File: src/hw/rtl/pdc_pkg.sv
// ----------------------------------------------------------------------------
// pdc_pkg: shared types and constants of the PID controller
// Word layouts, register indexes, controller states and the widths of the
// serial multiply and divide units.
// ----------------------------------------------------------------------------
`timescale 1ns / 1ps

package pdc_pkg;

  // Field widths of the data words.
  localparam int DATA_W = 32;
  localparam int MS_W = 16;
  localparam int BAND_W = 31;
  localparam int FRAC_W = 16;
  localparam int CFG_IDX_W = 3;

  // Error difference and sum carry one extra bit.
  localparam int DIFF_W = DATA_W + 1;
  // Error difference scaled by 1000 (ten bits of constant).
  localparam int SCALE_K_W = 10;
  localparam int SCALED_W = DIFF_W + SCALE_K_W;

  // Serial multiplier: multiplicand up to the rate magnitude, one
  // multiplier bit retired per cycle.
  localparam int MUL_A_W = 42;
  localparam int MUL_B_W = 32;
  localparam int MUL_P_W = MUL_A_W + MUL_B_W;
  localparam int MUL_CNT_W = $clog2(MUL_B_W);

  // Serial restoring divider: one quotient bit per cycle.
  localparam int DIV_N_W = 48;
  localparam int DIV_D_W = 16;
  localparam int DIV_CNT_W = $clog2(DIV_N_W);

  // A signed product shifted down by the fraction bits, and the sum of three.
  localparam int TERM_W = MUL_P_W + 1 - FRAC_W;
  localparam int SUM_W = TERM_W + 2;

  localparam logic [SCALE_K_W-1:0] MS_PER_S = 10'd1000;
  localparam logic [DIV_D_W-1:0] TRAP_DIV = 16'd2000;
  localparam logic signed [DATA_W-1:0] DATA_MIN = 32'sh8000_0000;
  localparam logic signed [DATA_W-1:0] DATA_MAX = 32'sh7FFF_FFFF;

  typedef enum logic {
    OP_SAMPLE = 1'b0,
    OP_CLEAR  = 1'b1
  } op_t;

  typedef enum logic [CFG_IDX_W-1:0] {
    CFG_GAIN_P       = 3'd0,
    CFG_GAIN_I       = 3'd1,
    CFG_GAIN_D       = 3'd2,
    CFG_DEAD_BAND    = 3'd3,
    CFG_INTEGRAL_MIN = 3'd4,
    CFG_INTEGRAL_MAX = 3'd5,
    CFG_DRIVE_MIN    = 3'd6,
    CFG_DRIVE_MAX    = 3'd7
  } cfg_sel_t;

  typedef struct packed {
    op_t                       operation;
    logic signed [DATA_W-1:0]  measurement;
    logic signed [DATA_W-1:0]  target;
    logic [MS_W-1:0]           elapsed_ms;
  } in_word_t;

  typedef struct packed {
    logic signed [DATA_W-1:0]  drive;
    logic                      active;
  } out_word_t;

  typedef enum logic [4:0] {
    ST_IDLE,
    ST_PREP,
    ST_BAND,
    ST_DIFF,
    ST_ABS,
    ST_SCALE,
    ST_GO1,
    ST_WAIT1,
    ST_GO2,
    ST_WAIT2,
    ST_ACC,
    ST_ACCSUM,
    ST_CLAMPI,
    ST_GO3,
    ST_WAIT3,
    ST_TERMS,
    ST_SUM1,
    ST_SUM2,
    ST_CLAMPD,
    ST_DONE
  } state_t;

endpackage

File: src/hw/rtl/pid_deadband_clamped.sv
// ----------------------------------------------------------------------------
// pid_deadband_clamped: PID controller with dead band and anti-windup clamps
// Signed Q16.16 PID drive from a measurement, a setpoint and the elapsed
// milliseconds, with a trapezoid integral clamped to its bounds and a
// clamped output. Built on one serial divider and two serial multipliers.
//
//   channel  direction  handshake              word
//   in       input      in_valid / in_ready    in_word (operation, measurement,
//                                              target, elapsed_ms)
//   out      output     out_valid / out_ready  out_word (drive, active)
//   cfg      input      cfg_valid / cfg_ready  cfg_index, cfg_data
//
// A computed sample holds the block between acceptances for two 48-step divider
// passes and one 32-step multiplier pass, plus fixed setup and summing states.
// A sample in the dead band or without history skips from the band test to the
// final state, a clear from preparation. One sample is worked on at a time;
// the result register lets the next word in while the result waits. A result
// that is not taken stalls only the final state. Reset (rst_n low, synchronous)
// loads the register defaults and clears the controller history.
// ----------------------------------------------------------------------------
`timescale 1ns / 1ps

module pid_deadband_clamped (
  input  logic                            clk,
  input  logic                            rst_n,
  input  logic                            in_valid,
  output logic                            in_ready,
  input  pdc_pkg::in_word_t               in_word,
  output logic                            out_valid,
  input  logic                            out_ready,
  output pdc_pkg::out_word_t              out_word,
  input  logic                            cfg_valid,
  output logic                            cfg_ready,
  input  logic [pdc_pkg::CFG_IDX_W-1:0]   cfg_index,
  input  logic [pdc_pkg::DATA_W-1:0]      cfg_data
);
  import pdc_pkg::*;

  // Magnitude of a 32-bit signed value.
  function automatic logic [DATA_W-1:0] abs32(input logic signed [DATA_W-1:0] x);
    return x[DATA_W-1] ? (~x + DATA_W'(1)) : x;
  endfunction

  // Magnitude of a 33-bit signed value.
  function automatic logic [DIFF_W-1:0] abs33(input logic signed [DIFF_W-1:0] x);
    return x[DIFF_W-1] ? (~x + DIFF_W'(1)) : x;
  endfunction

  // Apply the sign to a product magnitude and floor it by the fraction bits.
  function automatic logic signed [TERM_W-1:0] to_term(input logic [MUL_P_W-1:0] mag,
                                                      input logic neg);
    logic [MUL_P_W:0] v;
    v = {1'b0, mag};
    if (neg) begin
      v = ~v + {{MUL_P_W{1'b0}}, 1'b1};
    end
    return v[MUL_P_W:FRAC_W];
  endfunction

  // Clamp; with inverted bounds, values below lo give lo and all others give hi.
  function automatic logic signed [DATA_W-1:0] clamp_w(input logic signed [SUM_W-1:0] v,
                                                      input logic signed [DATA_W-1:0] lo,
                                                      input logic signed [DATA_W-1:0] hi);
    logic signed [SUM_W-1:0] lo_w;
    logic signed [SUM_W-1:0] hi_w;
    logic signed [DATA_W-1:0] r;
    lo_w = SUM_W'(lo);
    hi_w = SUM_W'(hi);
    priority if (v < lo_w) begin
      r = lo;
    end else if (v > hi_w) begin
      r = hi;
    end else begin
      r = v[DATA_W-1:0];
    end
    return r;
  endfunction

  // Configuration registers.
  logic signed [DATA_W-1:0] gain_p_r, gain_i_r, gain_d_r;
  logic [BAND_W-1:0]        dead_band_r;
  logic signed [DATA_W-1:0] imin_r, imax_r, dmin_r, dmax_r;

  // Controller history.
  logic                     hist_r;
  logic signed [DATA_W-1:0] pde_r, pse_r, integral_r;

  // Working registers of one sample.
  state_t                   state_r, state_nxt;
  in_word_t                 in_r;
  logic signed [DIFF_W-1:0] raw_r, diff_r, sum_r;
  logic signed [DATA_W-1:0] err_r;
  logic [DIFF_W-1:0]        dmag_r, smag_r;
  logic                     dneg_r, sneg_r, eneg_r;
  logic [DATA_W-1:0]        emag_r;
  logic [DIV_N_W-1:0]       dvd_r;
  logic [MUL_A_W-1:0]       rmag_r;
  logic signed [TERM_W-1:0] p_r, d_r, i_r;
  logic signed [SUM_W-1:0]  inc_r, inc_nxt, acc_r, s_r;
  logic signed [DATA_W-1:0] res_drive_r;
  logic                     res_active_r;
  out_word_t                out_r;
  logic                     out_valid_r;

  // Combinational helpers.
  logic [MS_W-1:0]          ms_eff;
  logic signed [DATA_W-1:0] err_sat;
  logic                     band_out;
  logic [SCALED_W-1:0]      scaled;
  logic [SUM_W-1:0]         quo_w;
  logic                     load_out;

  // Serial unit connections.
  logic                     div_start, div_busy;
  logic [DIV_N_W-1:0]       div_dvd, div_quo;
  logic [DIV_D_W-1:0]       div_den;
  logic                     mula_start, mula_busy;
  logic [MUL_A_W-1:0]       mula_a;
  logic [MUL_B_W-1:0]       mula_b;
  logic [MUL_P_W-1:0]       mula_prod;
  logic                     mulb_start, mulb_busy;
  logic [MUL_A_W-1:0]       mulb_a;
  logic [MUL_B_W-1:0]       mulb_b;
  logic [MUL_P_W-1:0]       mulb_prod;

  // A zero elapsed time counts as one millisecond.
  assign ms_eff = (in_r.elapsed_ms == '0) ? MS_W'(1) : in_r.elapsed_ms;

  // Saturated error and the dead band test on the unsaturated difference.
  assign err_sat = (raw_r[DIFF_W-1] != raw_r[DATA_W-1])
                   ? (raw_r[DIFF_W-1] ? DATA_MIN : DATA_MAX)
                   : raw_r[DATA_W-1:0];
  assign band_out = hist_r && (abs33(raw_r) > {2'b00, dead_band_r});

  // Error change times 1000 for the rate division.
  assign scaled = dmag_r * MS_PER_S;

  // Signed integral increment from the trapezoid quotient.
  assign quo_w = SUM_W'(div_quo);
  assign inc_nxt = sneg_r ? (~quo_w + SUM_W'(1)) : quo_w;

  // Sequencer: next state, handshakes and unit operands.
  always_comb begin
    state_nxt = state_r;
    in_ready = 1'b0;
    load_out = 1'b0;
    div_start = 1'b0;
    div_dvd = '0;
    div_den = '0;
    mula_start = 1'b0;
    mula_a = '0;
    mula_b = '0;
    mulb_start = 1'b0;
    mulb_a = '0;
    mulb_b = '0;
    unique case (state_r)
      ST_IDLE: begin
        in_ready = 1'b1;
        if (in_valid) begin
          state_nxt = ST_PREP;
        end
      end
      ST_PREP: begin
        state_nxt = (in_r.operation == OP_CLEAR) ? ST_DONE : ST_BAND;
      end
      ST_BAND: begin
        state_nxt = band_out ? ST_DIFF : ST_DONE;
      end
      ST_DIFF:  state_nxt = ST_ABS;
      ST_ABS:   state_nxt = ST_SCALE;
      ST_SCALE: state_nxt = ST_GO1;
      ST_GO1: begin
        // Rate division and the trapezoid product run side by side.
        div_start = 1'b1;
        div_dvd = dvd_r;
        div_den = ms_eff;
        mulb_start = 1'b1;
        mulb_a = MUL_A_W'(smag_r);
        mulb_b = MUL_B_W'(ms_eff);
        state_nxt = ST_WAIT1;
      end
      ST_WAIT1: begin
        if (!div_busy && !mulb_busy) begin
          state_nxt = ST_GO2;
        end
      end
      ST_GO2: begin
        // Trapezoid division and the proportional product.
        div_start = 1'b1;
        div_dvd = mulb_prod[DIV_N_W-1:0];
        div_den = TRAP_DIV;
        mula_start = 1'b1;
        mula_a = MUL_A_W'(emag_r);
        mula_b = abs32(gain_p_r);
        state_nxt = ST_WAIT2;
      end
      ST_WAIT2: begin
        if (!div_busy && !mula_busy) begin
          state_nxt = ST_ACC;
        end
      end
      ST_ACC:    state_nxt = ST_ACCSUM;
      ST_ACCSUM: state_nxt = ST_CLAMPI;
      ST_CLAMPI: state_nxt = ST_GO3;
      ST_GO3: begin
        // Derivative and integral products.
        mula_start = 1'b1;
        mula_a = rmag_r;
        mula_b = abs32(gain_d_r);
        mulb_start = 1'b1;
        mulb_a = MUL_A_W'(abs32(integral_r));
        mulb_b = abs32(gain_i_r);
        state_nxt = ST_WAIT3;
      end
      ST_WAIT3: begin
        if (!mula_busy && !mulb_busy) begin
          state_nxt = ST_TERMS;
        end
      end
      ST_TERMS:  state_nxt = ST_SUM1;
      ST_SUM1:   state_nxt = ST_SUM2;
      ST_SUM2:   state_nxt = ST_CLAMPD;
      ST_CLAMPD: state_nxt = ST_DONE;
      ST_DONE: begin
        if (!out_valid_r || out_ready) begin
          load_out = 1'b1;
          state_nxt = ST_IDLE;
        end
      end
      default: state_nxt = ST_IDLE;
    endcase
  end

  // State register.
  always_ff @(posedge clk) begin
    if (!rst_n) begin
      state_r <= ST_IDLE;
    end else begin
      state_r <= state_nxt;
    end
  end

  // Configuration writes, always accepted.
  assign cfg_ready = 1'b1;

  always_ff @(posedge clk) begin
    if (!rst_n) begin
      gain_p_r <= '0;
      gain_i_r <= '0;
      gain_d_r <= '0;
      dead_band_r <= '0;
      imin_r <= DATA_MIN;
      imax_r <= DATA_MAX;
      dmin_r <= DATA_MIN;
      dmax_r <= DATA_MAX;
    end else if (cfg_valid) begin
      unique case (cfg_sel_t'(cfg_index))
        CFG_GAIN_P:       gain_p_r <= cfg_data;
        CFG_GAIN_I:       gain_i_r <= cfg_data;
        CFG_GAIN_D:       gain_d_r <= cfg_data;
        CFG_DEAD_BAND:    dead_band_r <= cfg_data[BAND_W-1:0];
        CFG_INTEGRAL_MIN: imin_r <= cfg_data;
        CFG_INTEGRAL_MAX: imax_r <= cfg_data;
        CFG_DRIVE_MIN:    dmin_r <= cfg_data;
        CFG_DRIVE_MAX:    dmax_r <= cfg_data;
        default:          gain_p_r <= gain_p_r;
      endcase
    end
  end

  // Controller history: cleared by a clear word, except the derivative's last
  // error; updated when the integral is clamped (at the band test when skipped).
  always_ff @(posedge clk) begin
    if (!rst_n) begin
      hist_r <= 1'b0;
      pde_r <= '0;
      pse_r <= '0;
      integral_r <= '0;
    end else begin
      if (state_r == ST_PREP && in_r.operation == OP_CLEAR) begin
        hist_r <= 1'b0;
        pse_r <= '0;
        integral_r <= '0;
      end
      if (state_r == ST_BAND && !band_out) begin
        hist_r <= 1'b1;
        pse_r <= err_sat;
      end
      if (state_r == ST_CLAMPI) begin
        hist_r <= 1'b1;
        pse_r <= err_r;
        pde_r <= err_r;
        integral_r <= clamp_w(acc_r, imin_r, imax_r);
      end
    end
  end

  // Sample datapath, one step per state.
  always_ff @(posedge clk) begin
    if (in_valid && in_ready) begin
      in_r <= in_word;
    end
    unique case (state_r)
      ST_PREP: begin
        raw_r <= {in_r.target[DATA_W-1], in_r.target}
                 - {in_r.measurement[DATA_W-1], in_r.measurement};
        if (in_r.operation == OP_CLEAR) begin
          res_drive_r <= '0;
          res_active_r <= 1'b0;
        end
      end
      ST_BAND: begin
        err_r <= err_sat;
        if (!band_out) begin
          res_drive_r <= clamp_w('0, dmin_r, dmax_r);
          res_active_r <= 1'b0;
        end
      end
      ST_DIFF: begin
        diff_r <= DIFF_W'(err_r) - DIFF_W'(pde_r);
        sum_r <= DIFF_W'(err_r) + DIFF_W'(pse_r);
      end
      ST_ABS: begin
        dmag_r <= abs33(diff_r);
        dneg_r <= diff_r[DIFF_W-1];
        smag_r <= abs33(sum_r);
        sneg_r <= sum_r[DIFF_W-1];
        emag_r <= abs32(err_r);
        eneg_r <= err_r[DATA_W-1];
      end
      ST_SCALE: begin
        dvd_r <= DIV_N_W'(scaled);
      end
      ST_GO2: begin
        // The rate quotient is still held; the divider restarts next edge.
        rmag_r <= div_quo[MUL_A_W-1:0];
      end
      ST_ACC: begin
        p_r <= to_term(mula_prod, eneg_r ^ gain_p_r[DATA_W-1]);
        inc_r <= inc_nxt;
      end
      ST_ACCSUM: begin
        acc_r <= SUM_W'(integral_r) + inc_r;
      end
      ST_TERMS: begin
        d_r <= to_term(mula_prod, dneg_r ^ gain_d_r[DATA_W-1]);
        i_r <= to_term(mulb_prod, integral_r[DATA_W-1] ^ gain_i_r[DATA_W-1]);
      end
      ST_SUM1: begin
        s_r <= SUM_W'(p_r) + SUM_W'(i_r);
      end
      ST_SUM2: begin
        s_r <= s_r + SUM_W'(d_r);
      end
      ST_CLAMPD: begin
        res_drive_r <= clamp_w(s_r, dmin_r, dmax_r);
        res_active_r <= 1'b1;
      end
      default: begin
        res_active_r <= res_active_r;
      end
    endcase
  end

  // Result register.
  always_ff @(posedge clk) begin
    if (!rst_n) begin
      out_valid_r <= 1'b0;
    end else if (load_out) begin
      out_valid_r <= 1'b1;
    end else if (out_ready) begin
      out_valid_r <= 1'b0;
    end
  end

  always_ff @(posedge clk) begin
    if (load_out) begin
      out_r.drive <= res_drive_r;
      out_r.active <= res_active_r;
    end
  end

  assign out_valid = out_valid_r;
  assign out_word = out_r;

  // Serial units.
  pdc_div u_div (
    .clk    (clk),
    .rst_n  (rst_n),
    .start  (div_start),
    .dvd    (div_dvd),
    .den    (div_den),
    .busy   (div_busy),
    .quo    (div_quo)
  );

  pdc_mul u_mula (
    .clk    (clk),
    .rst_n  (rst_n),
    .start  (mula_start),
    .mcand  (mula_a),
    .mplier (mula_b),
    .busy   (mula_busy),
    .prod   (mula_prod)
  );

  pdc_mul u_mulb (
    .clk    (clk),
    .rst_n  (rst_n),
    .start  (mulb_start),
    .mcand  (mulb_a),
    .mplier (mulb_b),
    .busy   (mulb_busy),
    .prod   (mulb_prod)
  );

`ifndef SYNTH
  // No serial unit runs while the block waits for a word.
  a_idle_quiet: assert property (@(posedge clk) disable iff (!rst_n)
    (state_r == ST_IDLE) |-> !(div_busy || mula_busy || mulb_busy))
    else $error("serial unit busy while idle");

  // Each unit runs only in the wait states that consume its result.
  a_div_window: assert property (@(posedge clk) disable iff (!rst_n)
    div_busy |-> (state_r == ST_WAIT1 || state_r == ST_WAIT2))
    else $error("divider running outside its wait states");

  a_mula_window: assert property (@(posedge clk) disable iff (!rst_n)
    mula_busy |-> (state_r == ST_WAIT2 || state_r == ST_WAIT3))
    else $error("multiplier A running outside its wait states");

  a_mulb_window: assert property (@(posedge clk) disable iff (!rst_n)
    mulb_busy |-> (state_r == ST_WAIT1 || state_r == ST_WAIT3))
    else $error("multiplier B running outside its wait states");

  // A new result only appears out of the final state.
  a_out_from_done: assert property (@(posedge clk) disable iff (!rst_n)
    $rose(out_valid_r) |-> $past(state_r == ST_DONE))
    else $error("result word loaded outside the final state");
`endif

endmodule

File: src/hw/rtl/pdc_mul.sv
// ----------------------------------------------------------------------------
// pdc_mul: serial unsigned multiplier
// Shift-and-add multiplier that retires one multiplier bit per cycle. The
// product stays in place after the last step until the next start.
// ----------------------------------------------------------------------------
`timescale 1ns / 1ps

module pdc_mul (
  input  logic                          clk,
  input  logic                          rst_n,
  input  logic                          start,
  input  logic [pdc_pkg::MUL_A_W-1:0]   mcand,
  input  logic [pdc_pkg::MUL_B_W-1:0]   mplier,
  output logic                          busy,
  output logic [pdc_pkg::MUL_P_W-1:0]   prod
);
  import pdc_pkg::*;

  logic [MUL_A_W-1:0]   mcand_r;
  logic [MUL_A_W-1:0]   hi_r, hi_nxt;
  logic [MUL_B_W-1:0]   lo_r, lo_nxt;
  logic [MUL_CNT_W-1:0] cnt_r, cnt_nxt;
  logic                 run_r, run_nxt;
  logic [MUL_A_W:0]     psum;

  // One step: add the multiplicand when the low bit is set, then shift the
  // whole partial product right by one.
  always_comb begin
    psum = {1'b0, hi_r} + (lo_r[0] ? {1'b0, mcand_r} : '0);
    hi_nxt = hi_r;
    lo_nxt = lo_r;
    cnt_nxt = cnt_r;
    run_nxt = run_r;
    if (start) begin
      hi_nxt = '0;
      lo_nxt = mplier;
      cnt_nxt = '0;
      run_nxt = 1'b1;
    end else if (run_r) begin
      hi_nxt = psum[MUL_A_W:1];
      lo_nxt = {psum[0], lo_r[MUL_B_W-1:1]};
      cnt_nxt = cnt_r + MUL_CNT_W'(1);
      if (cnt_r == MUL_CNT_W'(MUL_B_W - 1)) begin
        run_nxt = 1'b0;
      end
    end
  end

  // Control state.
  always_ff @(posedge clk) begin
    if (!rst_n) begin
      run_r <= 1'b0;
      cnt_r <= '0;
    end else begin
      run_r <= run_nxt;
      cnt_r <= cnt_nxt;
    end
  end

  // Operand and partial product.
  always_ff @(posedge clk) begin
    hi_r <= hi_nxt;
    lo_r <= lo_nxt;
    if (start) begin
      mcand_r <= mcand;
    end
  end

  assign busy = run_r;
  assign prod = {hi_r, lo_r};

endmodule

File: src/hw/rtl/pdc_div.sv
// ----------------------------------------------------------------------------
// pdc_div: serial unsigned divider
// Restoring divider that shifts in one dividend bit and produces one quotient
// bit per cycle. The quotient stays in place until the next start.
// ----------------------------------------------------------------------------
`timescale 1ns / 1ps

module pdc_div (
  input  logic                          clk,
  input  logic                          rst_n,
  input  logic                          start,
  input  logic [pdc_pkg::DIV_N_W-1:0]   dvd,
  input  logic [pdc_pkg::DIV_D_W-1:0]   den,
  output logic                          busy,
  output logic [pdc_pkg::DIV_N_W-1:0]   quo
);
  import pdc_pkg::*;

  logic [DIV_D_W-1:0]   den_r;
  logic [DIV_N_W-1:0]   quo_r, quo_nxt;
  logic [DIV_D_W-1:0]   rem_r, rem_nxt;
  logic [DIV_CNT_W-1:0] cnt_r, cnt_nxt;
  logic                 run_r, run_nxt;
  logic [DIV_D_W:0]     trial;
  logic [DIV_D_W:0]     diff;

  // One step: bring down the next dividend bit and subtract the divisor if
  // it fits. A borrow shows in the top bit of the difference.
  always_comb begin
    trial = {rem_r, quo_r[DIV_N_W-1]};
    diff = trial - {1'b0, den_r};
    quo_nxt = quo_r;
    rem_nxt = rem_r;
    cnt_nxt = cnt_r;
    run_nxt = run_r;
    if (start) begin
      quo_nxt = dvd;
      rem_nxt = '0;
      cnt_nxt = '0;
      run_nxt = 1'b1;
    end else if (run_r) begin
      if (diff[DIV_D_W]) begin
        rem_nxt = trial[DIV_D_W-1:0];
        quo_nxt = {quo_r[DIV_N_W-2:0], 1'b0};
      end else begin
        rem_nxt = diff[DIV_D_W-1:0];
        quo_nxt = {quo_r[DIV_N_W-2:0], 1'b1};
      end
      cnt_nxt = cnt_r + DIV_CNT_W'(1);
      if (cnt_r == DIV_CNT_W'(DIV_N_W - 1)) begin
        run_nxt = 1'b0;
      end
    end
  end

  // Control state.
  always_ff @(posedge clk) begin
    if (!rst_n) begin
      run_r <= 1'b0;
      cnt_r <= '0;
    end else begin
      run_r <= run_nxt;
      cnt_r <= cnt_nxt;
    end
  end

  // Divisor, remainder and quotient.
  always_ff @(posedge clk) begin
    quo_r <= quo_nxt;
    rem_r <= rem_nxt;
    if (start) begin
      den_r <= den;
    end
  end

  assign busy = run_r;
  assign quo = quo_r;

endmodule
File: config.mk
export PLATFORM = sky130hd
export DESIGN_NAME = pid_deadband_clamped
export DESIGN_NICKNAME = d
export VERILOG_FILES = /design/src/hw/rtl/pdc_pkg.sv /design/src/hw/rtl/pid_deadband_clamped.sv /design/src/hw/rtl/pdc_mul.sv /design/src/hw/rtl/pdc_div.sv
export SDC_FILE = /design/constraint.sdc
export NUM_CORES = 2
export LEC_CHECK = 0
export ABC_AREA = 1
export BUFFER_PORTS_ARGS = -buffer_cell sky130_fd_sc_hd__buf_2
export CELL_PAD_IN_SITES_DETAIL_PLACEMENT = 0
export CELL_PAD_IN_SITES_GLOBAL_PLACEMENT = 1
export CORE_MARGIN = 2
export CORE_UTILIZATION = 53
export DETAILED_ROUTE_END_ITERATION = 8
export MAX_ROUTING_LAYER = met4
export PLACE_DENSITY_LB_ADDON = 0.1
export RECOVER_POWER = 100
export REMOVE_ABC_BUFFERS = 1
export SYNTH_ARGS = -nofsm -noshare
export SYNTH_HDL_FRONTEND = slang
export SYNTH_SLANG_ARGS = --single-unit
File: constraint.sdc
create_clock -name clk -period 18.44 [get_ports clk]
set_clock_uncertainty 0.05 [all_clocks]
set_input_delay 2.766 -clock clk [delete_from_list [all_inputs] [get_ports clk]]
set_output_delay 2.766 -clock clk [all_outputs]
set_load 0.02 [all_outputs]
Yosys cells after proc, flatten, opt, wreduce, memory -nomap -nowiden
Cells that the tools add are included.

cells by class
  equality and inequality tests = 37
  reduce and logical (&&, ||, !) cells = 40
  mux-type cells = 76
  bitwise logic cells = 15
  multipliers = 1
  $add $sub $neg = 23
  magnitude comparators = 7

operators by type and width
  operator                                                          count
  32-bit 2-to-1 mux                                                 24
  74-bit 2-to-1 mux                                                 3
  32-bit by 2-bit adder with 32-bit output (second input constant)  5
  32-bit NOT                                                        5
  75-bit by 1-bit adder with 75-bit output (second input constant)  2
  74-bit NOT with 75-bit output                                     2
  48-bit 2-to-1 mux                                                 3
  32-bit case mux with 2 select lines                               2
  61-bit by 32-bit > comparator with 1-bit output                   2
  61-bit by 32-bit less-than comparator with 1-bit output           2
  61-bit case mux with 2 select lines                               1
  5-bit case mux with 20 select lines                               1
  33-bit by 2-bit adder with 33-bit output (second input constant)  3
  33-bit NOT                                                        3
  32-bit case mux with 3 select lines                               1
  48-bit case mux with 2 select lines                               1
  42-bit by 43-bit adder with 43-bit output                         2
  42-bit 2-to-1 mux                                                 2
  42-bit case mux with 2 select lines                               1
  33-bit case mux with 2 select lines                               1
  32-bit by 32-bit subtractor with 33-bit output                    2
  32-bit by 61-bit adder with 61-bit output                         1
  61-bit by 1-bit adder with 61-bit output (second input constant)  1
  61-bit by 59-bit adder with 61-bit output                         1
  42 further kinds                                                  128

storage, ports and cells
  logic and storage cells = 261
  input bits = 121
  flip-flop bits (word level) = 1510

Longest topological paths before layout
  depth after elaboration = 9
  mapped depth = 26

By module
A second synthesis with hierarchy kept.

unflattened totals
  cells, all modules = 13032
  area, all modules = 102457.0 um2

by module, submodules not included
  module                times used  sequential area each (um2)  area an instance (um2)  cells each
  pid_deadband_clamped  1           31820.5                     81723.4                 10113
  pdc_mul               2           3183.1                      8034.0                  1157
  pdc_div               1           2382.3                      4665.7                  605

Least setup slack after synthesis
No wires, ideal clock.

  path kind = input -> register
  start = in in_valid
  end = reg in_r[0] (netlist bit), enable pin
  required time = 17.869 ns
  slack = 11.698 ns
  cell stages on the path = 2
  arrival time = 6.171 ns
  buffers on the path = 0
  setup time = 0.521 ns
  cell sequence = inv_1 > nor2_1

between the ends
  longest elaborated chain between the ends = 1

ends and longest elaborated chain
  item                    line                         text
  start: declaration      pid_deadband_clamped.sv:26   input logic in_valid,
  1-bit logical AND       pid_deadband_clamped.sv:300  if (in_valid && in_ready) begin
  end signal: assignment  pid_deadband_clamped.sv:301  in_r <= in_word;
  end: declaration        pid_deadband_clamped.sv:90   in_word_t in_r;

Every way passes these cells.
A chain may end at the register's enable or synchronous reset.

==> metrics.md <==
| Metric | Value |
|---|---|
| Worst-Margin Slew | ~5000 ps |
| Slew margin rel. | -2.42 |
| All-Layer GR Usage | 0.358 |
| Static Leak | ~46 nW |
| Hold buffers post-CTS | 0 |
| Die area | about 0.19 mm^2 |
| Total gr overflow | 0 |
| Crit path max-delay family | buffers and inverters |
| Hpwl dp | 266 mm |
| Syn-to-layout area delta | 8.86% |
| Worst Path Arrival | between 10000 and 15000 ps |
| CTS H-Tree Depth | 4 |
| Share of cells above drive strength 1 | 0.0430 |
| ANT nets after route | 0 |
| Clock Latency Late Sink | around 860 ps |
| Yosys warns | 0 |
| Top cell type's share of synthesized area | 0.312 |
| Syn avg cell area | between 8 and 9 um^2 |
| Crit path buf inv count | 3 |
| Global-route wire length before repair | 502 mm |
| Remaining DRCs | 0 |
| Most Frequent Cell on Critical Path | clkbuf_1 |
| Fin. max-slew vios | roughly 2400 |
| Synth area leader | edfxtp_1 |
| Clock buffer depth | 3 |
| TritonCTS clock tree | done |
| Initial DRC Count | slightly above 8000 |
| Yosys cell types | 74 |
| Failing checks | capacitance limit, slew limit |
| Crit Path Class | primary input to flop |
| Final Setup Violations | 0 |
| Synthesis-stage register bit count | between 1500 and 2000 |
| Worst slack, placed | around 13000 ps |
| CP cell instances | clkbuf_1 -> clkbuf_1 -> clkbuf_1 -> o21ai_0 -> a21oi_1 |
| VDD IR-drop max | a little over 100 uV |
| Crit-path max FO | ~120 |
| Num rows | roughly 160 |
| Ranking of synthesized cells by area | edfxtp_1, dfxtp_1, ha_1 |
| Post-route minimum period | between 10000 and 15000 ps |
| Number of synthesized flops with an enable pin | 1024 |
| Clock transition at path regs | 60 ps |
| Setup slack after layout | around 8400 ps |
| Main synth FF type | edfxtp_1 |
| Vias in the first global route | roughly 83000 |
| Async SR Flop Fraction | 0 |
| Via count | between 80000 and 90000 |
| Largest net degree at the start of global routing | approximately 120 |
| CP required | 19160 ps |
| PwrDens | 126 mW/mm^2 |
| Placer's final routability congestion estimate | just over 1 |
| # nets final | 13128 |
| WL final | around 340 mm |
| Worst setup EP type | flop |
| CTS Buf Count | roughly 170 |
| DR pass1 iterations | 6 |
| Path type of the worst min-delay path | flop to flop |
| Resize count post-CTS | 0 |
| Startpoint types | primary input |
| Top Ports | about 160 |
| Max-Cap Viols | approximately 50 |
| Min Hold Slack | around 370 ps |
| I/O Buffers | about 160 |
| Setup repair after global routing missed its margin | no |
| Initial Util | 0.533 |
| Status | complete, but fails checks |
| Cell count after synthesis | 12057 |
| Post-Syn Area | approximately 0.1 mm^2 |
| WL per Instance | ~23 um |
| TritonCTS sink count | 1501 |
| Final TNS setup | 0 ps |
| Final Util | 0.580 |
| Core area | 0.185 mm^2 |
| Root buffer cell | clkbuf_16 |
| Max stage delay on crit path | around 3700 ps |
| Height of the die | about 440 um |
| Register area share after synthesis | 0.409 |
| Tcrit/Tclk final | 0.543 |
| Max Freq | approximately 100 MHz |
| Antenna violations before repair | 22 |
| Vias per cell | about 5.8 |
| # Post-CTS Setup Buffers | 0 |
| Die W | 435 um |
| CP max-delay cell | clkbuf_1 |
| Count of final hold-check violations | 0 |
-- worst paths after layout --
path	start	endpoint	slack (ps)	cells after the start
setup / recovery	rst_n	dmin_r[19]	8430	5
setup reg to reg	state_r[4]	u_div.quo[46]	8490	10
hold reg to reg	res_drive_r[24]	out_word[25]	370	0
hold / removal	res_drive_r[24]	out_word[25]	370	0
-- power breakdown --
group | leakage [nW] | total [mW] | internal (mW) | switching (mW)
logic | 29.8 | 5.04 | 1.63 | 3.41
clock network | 2.81 | 3.50 | 2.00 | 1.50
registers | 13.1 | 4.95 | 4.45 | 0.491
total | 45.7 | 13.5 | 8.08 | 5.40
-- state kept, by name (all words and copies together) (netlist names), 40 cells and up --
signal / count
inc_r: 61
acc_r: 61
p_r: 59
i_r: 59
dvd_r: 40
u_mula.mcand_r: 42
u_div.quo: 48
u_mula.hi_r: 42
s_r: 61
rmag_r: 42
u_mulb.hi_r: 42
in_r: 81
d_r: 59
-- worst reg2reg max path: cells and delay by family, from the launching register on --
kind / cells / cell delay (ps)
and+or+nand+nor: 4 / 2910
buffers and inverters: 6 / 6080
DFF: 1 / 400
-- cell type report --
| type | count | area, um^2 |
|---|---|---|
| clock buffers | 209 | 4500 |
| flip-flops and latches | 1501 | 40300 |
| well taps | 2480 | 3100 |
| inverters | 1723 | 6470 |
| repair buffers | 242 | 1210 |
| fillers | 17009 | 77800 |
| multi-input cells | 8498 | 50400 |
| clock inverters | 108 | 1230 |
| diodes | 7 | 17.5 |
-- routing by layer --
layer  track usage  wire length [um]
met3        0.0436             22500
met4         0.207             23500
met2         0.585            158000
met5             -                 0
met1         0.428            132000
-- placed cells by master, fill, tap and decap left out, drive strengths merged, types with 71 or more instances in the layout --
cell type,Yosys,final
nor2,1075,1075
xnor2,163,163
buf,69,154
o21ai,1078,1078
a31oi,123,123
nor4,71,71
inv,1712,1720
o221ai,76,76
clkbuf,266,297
nand3,514,514
edfxtp,1024,1024
nand4,156,156
nor3,203,203
o211ai,119,119
xor2,368,368
dfxtp,477,477
ha,742,742
a21oi,1208,1208
clkinv,11,86
fa,131,131
nand2,2069,2069
-- synthesized netlist by cell type, types with 119 or more instances --
library cell  count
nand2_1        2063
inv_1          1702
a21oi_1        1207
nor2_1         1059
o21ai_0        1027
edfxtp_1       1024
ha_1            742
nand3_1         513
dfxtp_1         477
xor2_1          368
clkbuf_1        266
nor3_1          182
xnor2_1         163
nand4_1         153
fa_1            131
a31oi_1         123
o211ai_1        119
-- logic make-up after synthesis --
logic type,Yosys count,synth area share
multiplexers,1,0.000102
buffers and inverters,2058,0.0792
flip-flops,1501,0.409
other,1,0.0000381
AND/OR/NAND/NOR,4160,0.178
XOR/XNOR,531,0.0472
AO/OA/AOI/OAI,2932,0.166
adder cells (fa/ha/maj),873,0.121
-- metrics by stage --
stage	area, um^2	power (mW)	cells
floorplan	97200	8.25	11722
global placement	102000	9.85	14443
detailed placement	102000	9.94	14443
CTS	108000	13.4	14760
global route	107000	14.3	14766
finish	107000	13.5	14768
Power figures use the tool's default switching activity.
